==> src/rtl/assert_macros.svh <==
// ----------------------------------------------------------------------------
// Assertion macros
// Shared concurrent assertion shorthands, clocked on clk, disabled in reset.
// ----------------------------------------------------------------------------
`ifndef ASSERT_MACROS_SVH
`define ASSERT_MACROS_SVH

// Same-cycle implication.
`define ASSERT_IMPLY(lbl, ante, cons, msg) \
    lbl: assert property (@(posedge clk) disable iff (!rst_n) (ante) |-> (cons)) \
        else $error(msg);

// Next-cycle implication.
`define ASSERT_NEXT(lbl, ante, cons, msg) \
    lbl: assert property (@(posedge clk) disable iff (!rst_n) (ante) |=> (cons)) \
        else $error(msg);

`endif

==> src/rtl/srrs_pkg.sv <==
// ----------------------------------------------------------------------------
// srrs_pkg
// Constants, control store types and microcode for the skip-region splitter.
// ----------------------------------------------------------------------------
package srrs_pkg;

    localparam int SKIP_SLOTS  = 4;
    localparam int MAX_CHUNKS  = SKIP_SLOTS + 1;
    localparam int TABLE_SLOTS = 4;
    localparam int TBL_W       = 2;
    localparam int SLOT_W      = (SKIP_SLOTS > 1) ? $clog2(SKIP_SLOTS) : 1;
    localparam int CHUNK_W     = $clog2(MAX_CHUNKS);
    localparam int CFG_IDX_W   = 3;
    localparam int ADDR_W      = 32;
    localparam int OFF_W       = 33;
    localparam int SUM_W       = 34;
    localparam int CUR_W       = 35;
    localparam int IN_TDATA_W  = 128;
    localparam int OUT_TDATA_W = 72;

    localparam logic [ADDR_W-1:0] UNUSED_OFFSET = '1;

    // Low bit of a configuration index picks the register kind in a slot.
    localparam logic KIND_OFFSET = 1'b0;
    localparam logic KIND_LENGTH = 1'b1;

    typedef enum logic [2:0] {
        ST_IDLE,
        ST_CLIP,
        ST_PHYS,
        ST_SCAN,
        ST_TAKE,
        ST_EMIT
    } step_t;

    typedef enum logic [2:0] {
        OP_LOAD,
        OP_CLIP,
        OP_PHYS,
        OP_SCAN,
        OP_TAKE,
        OP_EMIT
    } op_t;

    typedef enum logic [1:0] {
        WAIT_NONE,
        WAIT_IN,
        WAIT_OUT
    } wait_t;

    typedef enum logic [1:0] {
        BR_NEVER,
        BR_SCAN_MORE,
        BR_MORE_CHUNKS
    } br_t;

    typedef struct packed {
        op_t   op;
        wait_t wait_on;
        br_t   br;
        step_t jump;
        step_t next;
    } ctrl_word_t;

    // Control store: one word per step.
    function automatic ctrl_word_t ucode(input step_t s);
        ctrl_word_t w;
        unique case (s)
            ST_IDLE: w = '{OP_LOAD, WAIT_IN,   BR_NEVER,       ST_IDLE, ST_CLIP};
            ST_CLIP: w = '{OP_CLIP, WAIT_NONE, BR_NEVER,       ST_IDLE, ST_PHYS};
            ST_PHYS: w = '{OP_PHYS, WAIT_NONE, BR_NEVER,       ST_IDLE, ST_SCAN};
            ST_SCAN: w = '{OP_SCAN, WAIT_NONE, BR_SCAN_MORE,   ST_SCAN, ST_TAKE};
            ST_TAKE: w = '{OP_TAKE, WAIT_NONE, BR_NEVER,       ST_IDLE, ST_EMIT};
            ST_EMIT: w = '{OP_EMIT, WAIT_OUT,  BR_MORE_CHUNKS, ST_PHYS, ST_IDLE};
            default: w = '{OP_LOAD, WAIT_IN,   BR_NEVER,       ST_IDLE, ST_CLIP};
        endcase
        return w;
    endfunction

endpackage

==> src/rtl/srrs_skip_table.sv <==
// ----------------------------------------------------------------------------
// srrs_skip_table
// Skip area registers with a write port and one slot-addressed read port.
// ----------------------------------------------------------------------------
module srrs_skip_table (
    input  logic                          clk,
    input  logic                          rst_n,
    input  logic                          cfg_we,
    input  logic [srrs_pkg::CFG_IDX_W-1:0] cfg_index,
    input  logic [srrs_pkg::ADDR_W-1:0]   cfg_data,
    input  logic [srrs_pkg::SLOT_W-1:0]   rd_slot,
    output logic [srrs_pkg::ADDR_W-1:0]   rd_offset,
    output logic [srrs_pkg::ADDR_W-1:0]   rd_length
);
    import srrs_pkg::*;

    logic [ADDR_W-1:0] off_reg [TABLE_SLOTS];
    logic [ADDR_W-1:0] len_reg [TABLE_SLOTS];
    logic [TBL_W-1:0]  wr_slot;
    logic [TBL_W-1:0]  rd_idx;

    assign wr_slot = cfg_index[CFG_IDX_W-1:1];
    assign rd_idx  = TBL_W'(rd_slot);

    always_ff @(posedge clk or negedge rst_n)
    begin
        if (!rst_n)
        begin
            for (int i = 0; i < TABLE_SLOTS; i++)
            begin
                off_reg[i] <= UNUSED_OFFSET;
                len_reg[i] <= '0;
            end
        end
        else if (cfg_we)
        begin
            if (cfg_index[0] == KIND_OFFSET)
                off_reg[wr_slot] <= cfg_data;
            else if (cfg_index[0] == KIND_LENGTH)
                len_reg[wr_slot] <= cfg_data;
        end
    end

    assign rd_offset = off_reg[rd_idx];
    assign rd_length = len_reg[rd_idx];

endmodule

==> src/rtl/skip_region_read_splitter_top.sv <==
// ----------------------------------------------------------------------------
// skip_region_read_splitter_top
// Splits a logical region read into physical chunks around skipped areas.
// ----------------------------------------------------------------------------
// One read request (region base, region size, read position, byte count)
// comes in as a single transfer and leaves as one to five chunk transfers,
// each giving the physical offset from the region base with skipped bytes
// counted in, the contiguous length to read there, and tlast on the final
// chunk. The count is first clipped to what is left in the region; a request
// with nothing left gives one zero-length chunk marked last. A small control
// store sequences the datapath: each request is accepted and then clipped,
// and each chunk takes a physical-position step, a scan of one to four skip
// slots, a take step and an emit step. A slot cuts at most one chunk of a
// request, and cuts come in slot order. The skip-table scan runs one slot
// per cycle through the shared comparator. Chunk results sit in an output
// register, so a stalled consumer only holds the sequencer when a further
// chunk is ready, and the next request is taken while the last chunk still
// waits.
// ----------------------------------------------------------------------------
`include "assert_macros.svh"

module skip_region_read_splitter_top (
    input  logic                              clk,
    input  logic                              rst_n,
    // Request: region_base, region_size, read_position, request_bytes.
    input  logic                              s_axis_tvalid,
    output logic                              s_axis_tready,
    input  logic [srrs_pkg::IN_TDATA_W-1:0]   s_axis_tdata,
    // Chunk: chunk_offset, chunk_bytes, then zero padding.
    output logic                              m_axis_tvalid,
    input  logic                              m_axis_tready,
    output logic [srrs_pkg::OUT_TDATA_W-1:0]  m_axis_tdata,
    output logic                              m_axis_tlast,
    // Skip table writes: index 2N is skipN_offset, 2N+1 is skipN_length.
    input  logic                              cfg_we,
    input  logic [srrs_pkg::CFG_IDX_W-1:0]    cfg_index,
    input  logic [srrs_pkg::ADDR_W-1:0]       cfg_data
);
    import srrs_pkg::*;

    // Sequencer.
    step_t      step_reg, step_next;
    ctrl_word_t word;
    logic       go;
    logic       take_branch;

    // Request and scan state.
    logic [ADDR_W-1:0]  base_reg, base_next;
    logic [ADDR_W-1:0]  size_reg, size_next;
    logic [ADDR_W-1:0]  pos_reg, pos_next;
    logic [ADDR_W-1:0]  left_reg, left_next;
    logic [SUM_W-1:0]   sum_reg, sum_next;
    logic [CUR_W-1:0]   cur_reg, cur_next;
    logic [ADDR_W-1:0]  room_reg, room_next;
    logic [ADDR_W-1:0]  take_reg, take_next;
    logic [SLOT_W-1:0]  slot_reg, slot_next;
    logic [CHUNK_W-1:0] chunk_cnt_reg, chunk_cnt_next;

    // Output register.
    logic              out_valid_reg, out_valid_next;
    logic [OFF_W-1:0]  out_offset_reg, out_offset_next;
    logic [ADDR_W-1:0] out_bytes_reg, out_bytes_next;
    logic              out_last_reg, out_last_next;
    logic              out_free;

    // Skip table read.
    logic [ADDR_W-1:0] skip_offset;
    logic [ADDR_W-1:0] skip_length;

    // Datapath terms.
    logic [CUR_W-1:0]  skip_offset_ext;
    logic              slot_unused;
    logic              slot_cuts;
    logic              slot_is_last;
    logic              scan_stop;
    logic [ADDR_W:0]   pos_plus_req;
    logic [SUM_W-1:0]  offset_full;
    logic [ADDR_W-1:0] left_after;
    logic              emit_last;

    srrs_skip_table u_skip_table (
        .clk       (clk),
        .rst_n     (rst_n),
        .cfg_we    (cfg_we),
        .cfg_index (cfg_index),
        .cfg_data  (cfg_data),
        .rd_slot   (slot_reg),
        .rd_offset (skip_offset),
        .rd_length (skip_length)
    );

    assign word     = ucode(step_reg);
    assign out_free = !out_valid_reg || m_axis_tready;

    // A slot stops the scan when it is unused, when it starts beyond the
    // current physical position (it cuts the chunk), or when it is the last.
    assign skip_offset_ext = CUR_W'(skip_offset);
    assign slot_unused     = (skip_offset == UNUSED_OFFSET);
    assign slot_cuts       = (cur_reg < skip_offset_ext);
    assign slot_is_last    = (slot_reg == SLOT_W'(SKIP_SLOTS - 1));
    assign scan_stop       = slot_unused || slot_cuts || slot_is_last;

    assign pos_plus_req = {1'b0, pos_reg} + {1'b0, left_reg};
    assign offset_full  = SUM_W'(pos_reg) + sum_reg;
    assign left_after   = left_reg - take_reg;
    assign emit_last    = (left_after == '0) ||
                          (chunk_cnt_reg == CHUNK_W'(MAX_CHUNKS - 1));

    // Step sequencing: hold while the word's wait condition is unmet.
    always_comb
    begin
        unique case (word.wait_on)
            WAIT_IN:  go = s_axis_tvalid;
            WAIT_OUT: go = out_free;
            default:  go = 1'b1;
        endcase

        unique case (word.br)
            BR_SCAN_MORE:   take_branch = !scan_stop;
            BR_MORE_CHUNKS: take_branch = !emit_last;
            default:        take_branch = 1'b0;
        endcase

        if (!go)
            step_next = step_reg;
        else if (take_branch)
            step_next = word.jump;
        else
            step_next = word.next;
    end

    // Datapath controlled by the current control word.
    always_comb
    begin
        base_next       = base_reg;
        size_next       = size_reg;
        pos_next        = pos_reg;
        left_next       = left_reg;
        sum_next        = sum_reg;
        cur_next        = cur_reg;
        room_next       = room_reg;
        take_next       = take_reg;
        slot_next       = slot_reg;
        chunk_cnt_next  = chunk_cnt_reg;
        out_valid_next  = out_valid_reg && !m_axis_tready;
        out_offset_next = out_offset_reg;
        out_bytes_next  = out_bytes_reg;
        out_last_next   = out_last_reg;

        if (go)
        begin
            unique case (word.op)
                OP_LOAD:
                begin
                    base_next      = s_axis_tdata[31:0];
                    size_next      = s_axis_tdata[63:32];
                    pos_next       = s_axis_tdata[95:64];
                    left_next      = s_axis_tdata[127:96];
                    chunk_cnt_next = '0;
                end
                OP_CLIP:
                begin
                    if (pos_reg >= size_reg)
                        left_next = '0;
                    else if (pos_plus_req > {1'b0, size_reg})
                        left_next = size_reg - pos_reg;
                end
                OP_PHYS:
                begin
                    cur_next  = CUR_W'(base_reg) + CUR_W'(pos_reg);
                    sum_next  = '0;
                    room_next = '0;
                    slot_next = '0;
                end
                OP_SCAN:
                begin
                    if (slot_unused)
                    begin
                        room_next = room_reg;
                    end
                    else if (slot_cuts)
                    begin
                        room_next = ADDR_W'(skip_offset_ext - cur_reg);
                    end
                    else
                    begin
                        sum_next = sum_reg + SUM_W'(skip_length);
                        cur_next = cur_reg + CUR_W'(skip_length);
                        if (!slot_is_last)
                            slot_next = slot_reg + SLOT_W'(1);
                    end
                end
                OP_TAKE:
                begin
                    if ((room_reg != '0) && (left_reg > room_reg))
                        take_next = room_reg;
                    else
                        take_next = left_reg;
                end
                OP_EMIT:
                begin
                    out_valid_next  = 1'b1;
                    out_offset_next = offset_full[OFF_W-1:0];
                    out_bytes_next  = take_reg;
                    out_last_next   = emit_last;
                    pos_next        = pos_reg + take_reg;
                    left_next       = left_after;
                    chunk_cnt_next  = chunk_cnt_reg + CHUNK_W'(1);
                end
                default:
                begin
                    base_next = base_reg;
                end
            endcase
        end
    end

    always_ff @(posedge clk or negedge rst_n)
    begin
        if (!rst_n)
        begin
            step_reg      <= ST_IDLE;
            out_valid_reg <= 1'b0;
            chunk_cnt_reg <= '0;
            slot_reg      <= '0;
        end
        else
        begin
            step_reg      <= step_next;
            out_valid_reg <= out_valid_next;
            chunk_cnt_reg <= chunk_cnt_next;
            slot_reg      <= slot_next;
        end
    end

    always_ff @(posedge clk)
    begin
        base_reg       <= base_next;
        size_reg       <= size_next;
        pos_reg        <= pos_next;
        left_reg       <= left_next;
        sum_reg        <= sum_next;
        cur_reg        <= cur_next;
        room_reg       <= room_next;
        take_reg       <= take_next;
        out_offset_reg <= out_offset_next;
        out_bytes_reg  <= out_bytes_next;
        out_last_reg   <= out_last_next;
    end

    // Port outputs.
    always_comb
    begin
        s_axis_tready = (word.wait_on == WAIT_IN);
        m_axis_tvalid = out_valid_reg;
        m_axis_tlast  = out_last_reg;
        m_axis_tdata  = {{(OUT_TDATA_W - OFF_W - ADDR_W){1'b0}}, out_bytes_reg, out_offset_reg};
    end

    // A chunk never asks for more bytes than the request still has.
    `ASSERT_IMPLY(a_take_within_left, step_reg == ST_EMIT, take_reg <= left_reg,
        "chunk length exceeds remaining request bytes")

    // No request produces more chunks than the table allows.
    `ASSERT_IMPLY(a_chunk_bound, step_reg == ST_EMIT,
        chunk_cnt_reg <= CHUNK_W'(MAX_CHUNKS - 1), "too many chunks for one request")

    // A ready chunk waits while the previous one is still held downstream.
    `ASSERT_NEXT(a_emit_holds, (step_reg == ST_EMIT) && m_axis_tvalid && !m_axis_tready,
        step_reg == ST_EMIT, "chunk emitted over a stalled output")

endmodule
==> config.mk <==
export PLATFORM = sky130hd
export DESIGN_NAME = skip_region_read_splitter_top
export DESIGN_NICKNAME = d
export VERILOG_FILES = /design/src/rtl/srrs_pkg.sv /design/src/rtl/srrs_skip_table.sv /design/src/rtl/skip_region_read_splitter_top.sv
export VERILOG_INCLUDE_DIRS = /design/src /design/src/rtl
export SDC_FILE = /design/constraint.sdc
export NUM_CORES = 2
export LEC_CHECK = 0
export BUFFER_PORTS_ARGS = -buffer_cell sky130_fd_sc_hd__buf_4
export CAP_MARGIN = 20
export CORE_MARGIN = 5
export CORE_UTILIZATION = 57
export CTS_BUF_LIST = sky130_fd_sc_hd__clkbuf_2 sky130_fd_sc_hd__clkbuf_4 sky130_fd_sc_hd__clkbuf_8
export DETAILED_ROUTE_END_ITERATION = 8
export GPL_ROUTABILITY_DRIVEN = 1
export HOLD_SLACK_MARGIN = 0.03
export PLACE_DENSITY = 0.85
export SYNTH_ARGS = -nofsm -noshare
export SYNTH_HDL_FRONTEND = slang
export SYNTH_SLANG_ARGS = --single-unit
==> constraint.sdc <==
create_clock -name clk -period 7.5 [get_ports clk]
set_input_delay 1.125 -clock clk [delete_from_list [all_inputs] [get_ports clk]]
set_output_delay 1.125 -clock clk [all_outputs]
set_load 0.05 [all_outputs]
==> flow_metrics.py <==
metrics = {
    "job": {
        "cap_viol_max_count": 0,
    },
    "worst_setup_path": {
        "worstPathRequired_ps": 7930,
        "crit_path_end_kind": "flop",
        "worst-setup-path-type": "reg2reg",
        "crit_arrival_ps": 6410,
        "crit_start": "pos_reg[1]",
        "r2r-start": "pos_reg[1]",
        "cp_max_fo": 32,
        "start_kind": "flop",
    },
    "sta": {
        "hold_violations": 0,
        "rsz0062_at_grt": "no",
        "drv_slew": 0,
        "fin_crit_sh": 0.798,
        "worst_pin_slew_ps": 1090,
        "setup_viol": 0,
        "max_freq_mhz": 167,
        "relSlewSlack": 0.272,
        "min_period_ps": 5980,
        "skew_ps": 41.6,
        "tns_ps": 0,
    },
    "final_layout": {
        "nets": 4519,
        "syn2layout_area_growth_pct": 12.4,
        "multi_input_area_sq_um": 21800,
        "drive_above_1_share": 0.237,
        "num-fill-cells": 5094,
        "seq_area_sq_um": 16600,
    },
    "cts": {
        "tritoncts": "built",
        "clk_latency_ps": 740,
        "cts_resized": 0,
        "cts_buffers": 98,
        "clk_path_buf_depth": 3,
        "post_cts_buffers": 0,
        "clk_pin_slew_ps": 70,
        "cts_root_buf": "clkbuf_8",
        "cts_htree_levels": 3,
        "cts_sinks": 591,
        "hold_buffers": 0,
    },
    "detailed_routing": {
        "drt-pass1-iter-count": 5,
        "avgViaCountPerCell": 6.17,
        "drcViolationCount": 0,
        "ant_nets": 0,
        "wl_per_cell_um": 22.2,
        "routed_wl_um": 110000,
        "vias": 30693,
        "drt-initial-drc-count": 2867,
    },
    "outcome": {
        "status": "finished clean",
    },
    "synth": {
        "syn_area_sq_um": 39800,
        "syn_area_per_cell_sq_um": 10.8,
        "postSynthCellCount": 3695,
        "synth_area_leaders": "edfxtp_1 (25%), ha_1 (12%), dfrtp_1 (8.6%), dfstp_2 (8.5%), mux2_2 (8.2%)",
        "synth_common_cells": "ha_1 (386), edfxtp_1 (326), mux2_2 (288)",
        "synth_area_leader_cell": "edfxtp_1",
        "ys_seq_elements": 591,
        "netlist.area_leader.share": 0.246,
        "yosys_warnings": 0,
        "synth_flop_cell": "edfxtp_1",
        "ys_types": 81,
        "synthArstFlopShare": 0.448,
        "ys_seq_area_frac": 0.417,
        "synth_most_common_cell": "ha_1",
        "synth_edf_count": 326,
    },
    "floorplan": {
        "dieWidth_um": 274,
        "std_cell_rows": 96,
        "design.core.area_sq_um": 68800,
        "fp.dieH_um": 274,
        "ios": 243,
        "start_util": 0.578,
        "die_area_sq_um": 75100,
    },
    "placement": {
        "globalplace.congestion": 0.960,
        "hpwl_um": 81700,
        "place.port_buffers": 235,
    },
    "global_route": {
        "grt-ovfl-total": 0,
        "antenna_found_initial": 4,
        "grt_start_max_net_pins": 196,
        "grt_pass1_wl_um": 168000,
        "grt_usage": 0.286,
        "grt_pass1_vias": 30696,
    },
    "worst_hold_path": {
        "min_path_type": "in2async",
    },
}
## final timing paths
check                                                end  slack (ps)  depth (start not counted)
worst min-delay path            u_skip_table.len_reg[31]         370                          1
worst max register to register               left_reg[0]        1520                         23
max in group asynchronous       u_skip_table.len_reg[38]        5670                          2
min in group clk                        chunk_cnt_reg[2]         480                          1
worst min register to register          chunk_cnt_reg[2]         480                          1
worst max-delay path                         left_reg[0]        1520                         23
## critical path: stages (launching register included)
cell,delay [ps]
edfxtp_1,460
inv_1,240
fa_1,520
nor2b_1,130
o21a_1,140
o21ai_0,110
a21oi_1,280
o41a_1,220
a31oi_1,180
a211o_1,340
a31oi_1,450
nor2_1,100
o211ai_1,210
a21oi_1,110
xnor2_1,140
ha_1,300
a21o_1,180
a21oi_1,230
nand3b_1,110
a2111oi_0,400
o21ai_0,180
nor2_1,220
a221oi_4,90
buf_4,320
## metal layers
layer	routed length, um	vias up	global-route usage
li1	-	14202	-
met1	44900	14948	0.376
met2	50600	1319	0.461
met3	10200	220	0.0641
met4	4600	4	0.117
met5	27	-	0
## placed cells by master (no fill, tap or decap), types with 12 or more instances in the layout
cell,Yosys,routed
a211o_1,17,17
a211oi_1,27,27
a21boi_0,14,13
a21o_1,127,127
a21oi_1,245,245
a221oi_1,30,29
a31oi_1,22,22
and2_1,12,12
and3_1,27,27
and4_1,14,14
buf_4,10,260
clkbuf_4,0,24
clkbuf_8,0,111
clkinv_1,1,16
clkinv_2,0,19
dfrtp_1,137,135
dfstp_2,128,128
edfxtp_1,326,326
ha_1,386,386
inv_1,269,268
mux2_2,288,288
mux4_2,64,64
nand2_1,190,189
nand2b_1,52,52
nand3_1,50,49
nand4_1,46,46
nor2_1,267,266
nor2b_1,45,44
nor3_1,62,59
nor4_1,24,24
o211ai_1,13,13
o21a_1,55,54
o21ai_0,183,183
o21bai_1,28,28
o31ai_1,27,27
or2_2,13,13
or3_1,23,23
xnor2_1,142,142
xor2_1,91,91
## logic make-up after synthesis
kind of cell | count (synthesis) | synth area share
AND/OR/NAND/NOR | 848 | 0.103
XOR/XNOR | 233 | 0.0513
other | 1 | 0.0000943
flip-flops | 591 | 0.417
adder cells (fa/ha/maj) | 395 | 0.126
buffers and inverters | 378 | 0.0370
multiplexers | 361 | 0.120
AO/OA/AOI/OAI | 888 | 0.145
## layout make-up
class                      instances  area share
multi-input combinational       2732       0.488
antenna                            1   0.0000560
clock buffer                     135      0.0382
inverter                         270      0.0227
timing repair buffer             263      0.0449
clock inverter                    48     0.00882
sequential                       591       0.371
tap                              931      0.0261
## stage by stage
stage / cell area, sq um / hold slack, ps / utilization / cells / worst slack (ps)
floorplan: 39800 / 450 / - / 3701 / 654
global placement: 42600 / 476 / 0.619 / 4787 / 1800
detailed placement: 42600 / 476 / 0.619 / 4787 / 1650
CTS: 44700 / 339 / 0.649 / 4970 / 1630
global route: 44700 / 384 / 0.649 / 4970 / 1100
finish: 44700 / 369 / 0.649 / 4971 / 1520
Power is left out: the tool's default activity adds up to more than one toggle a clock period on the data nets, which glitch-free logic cannot reach.
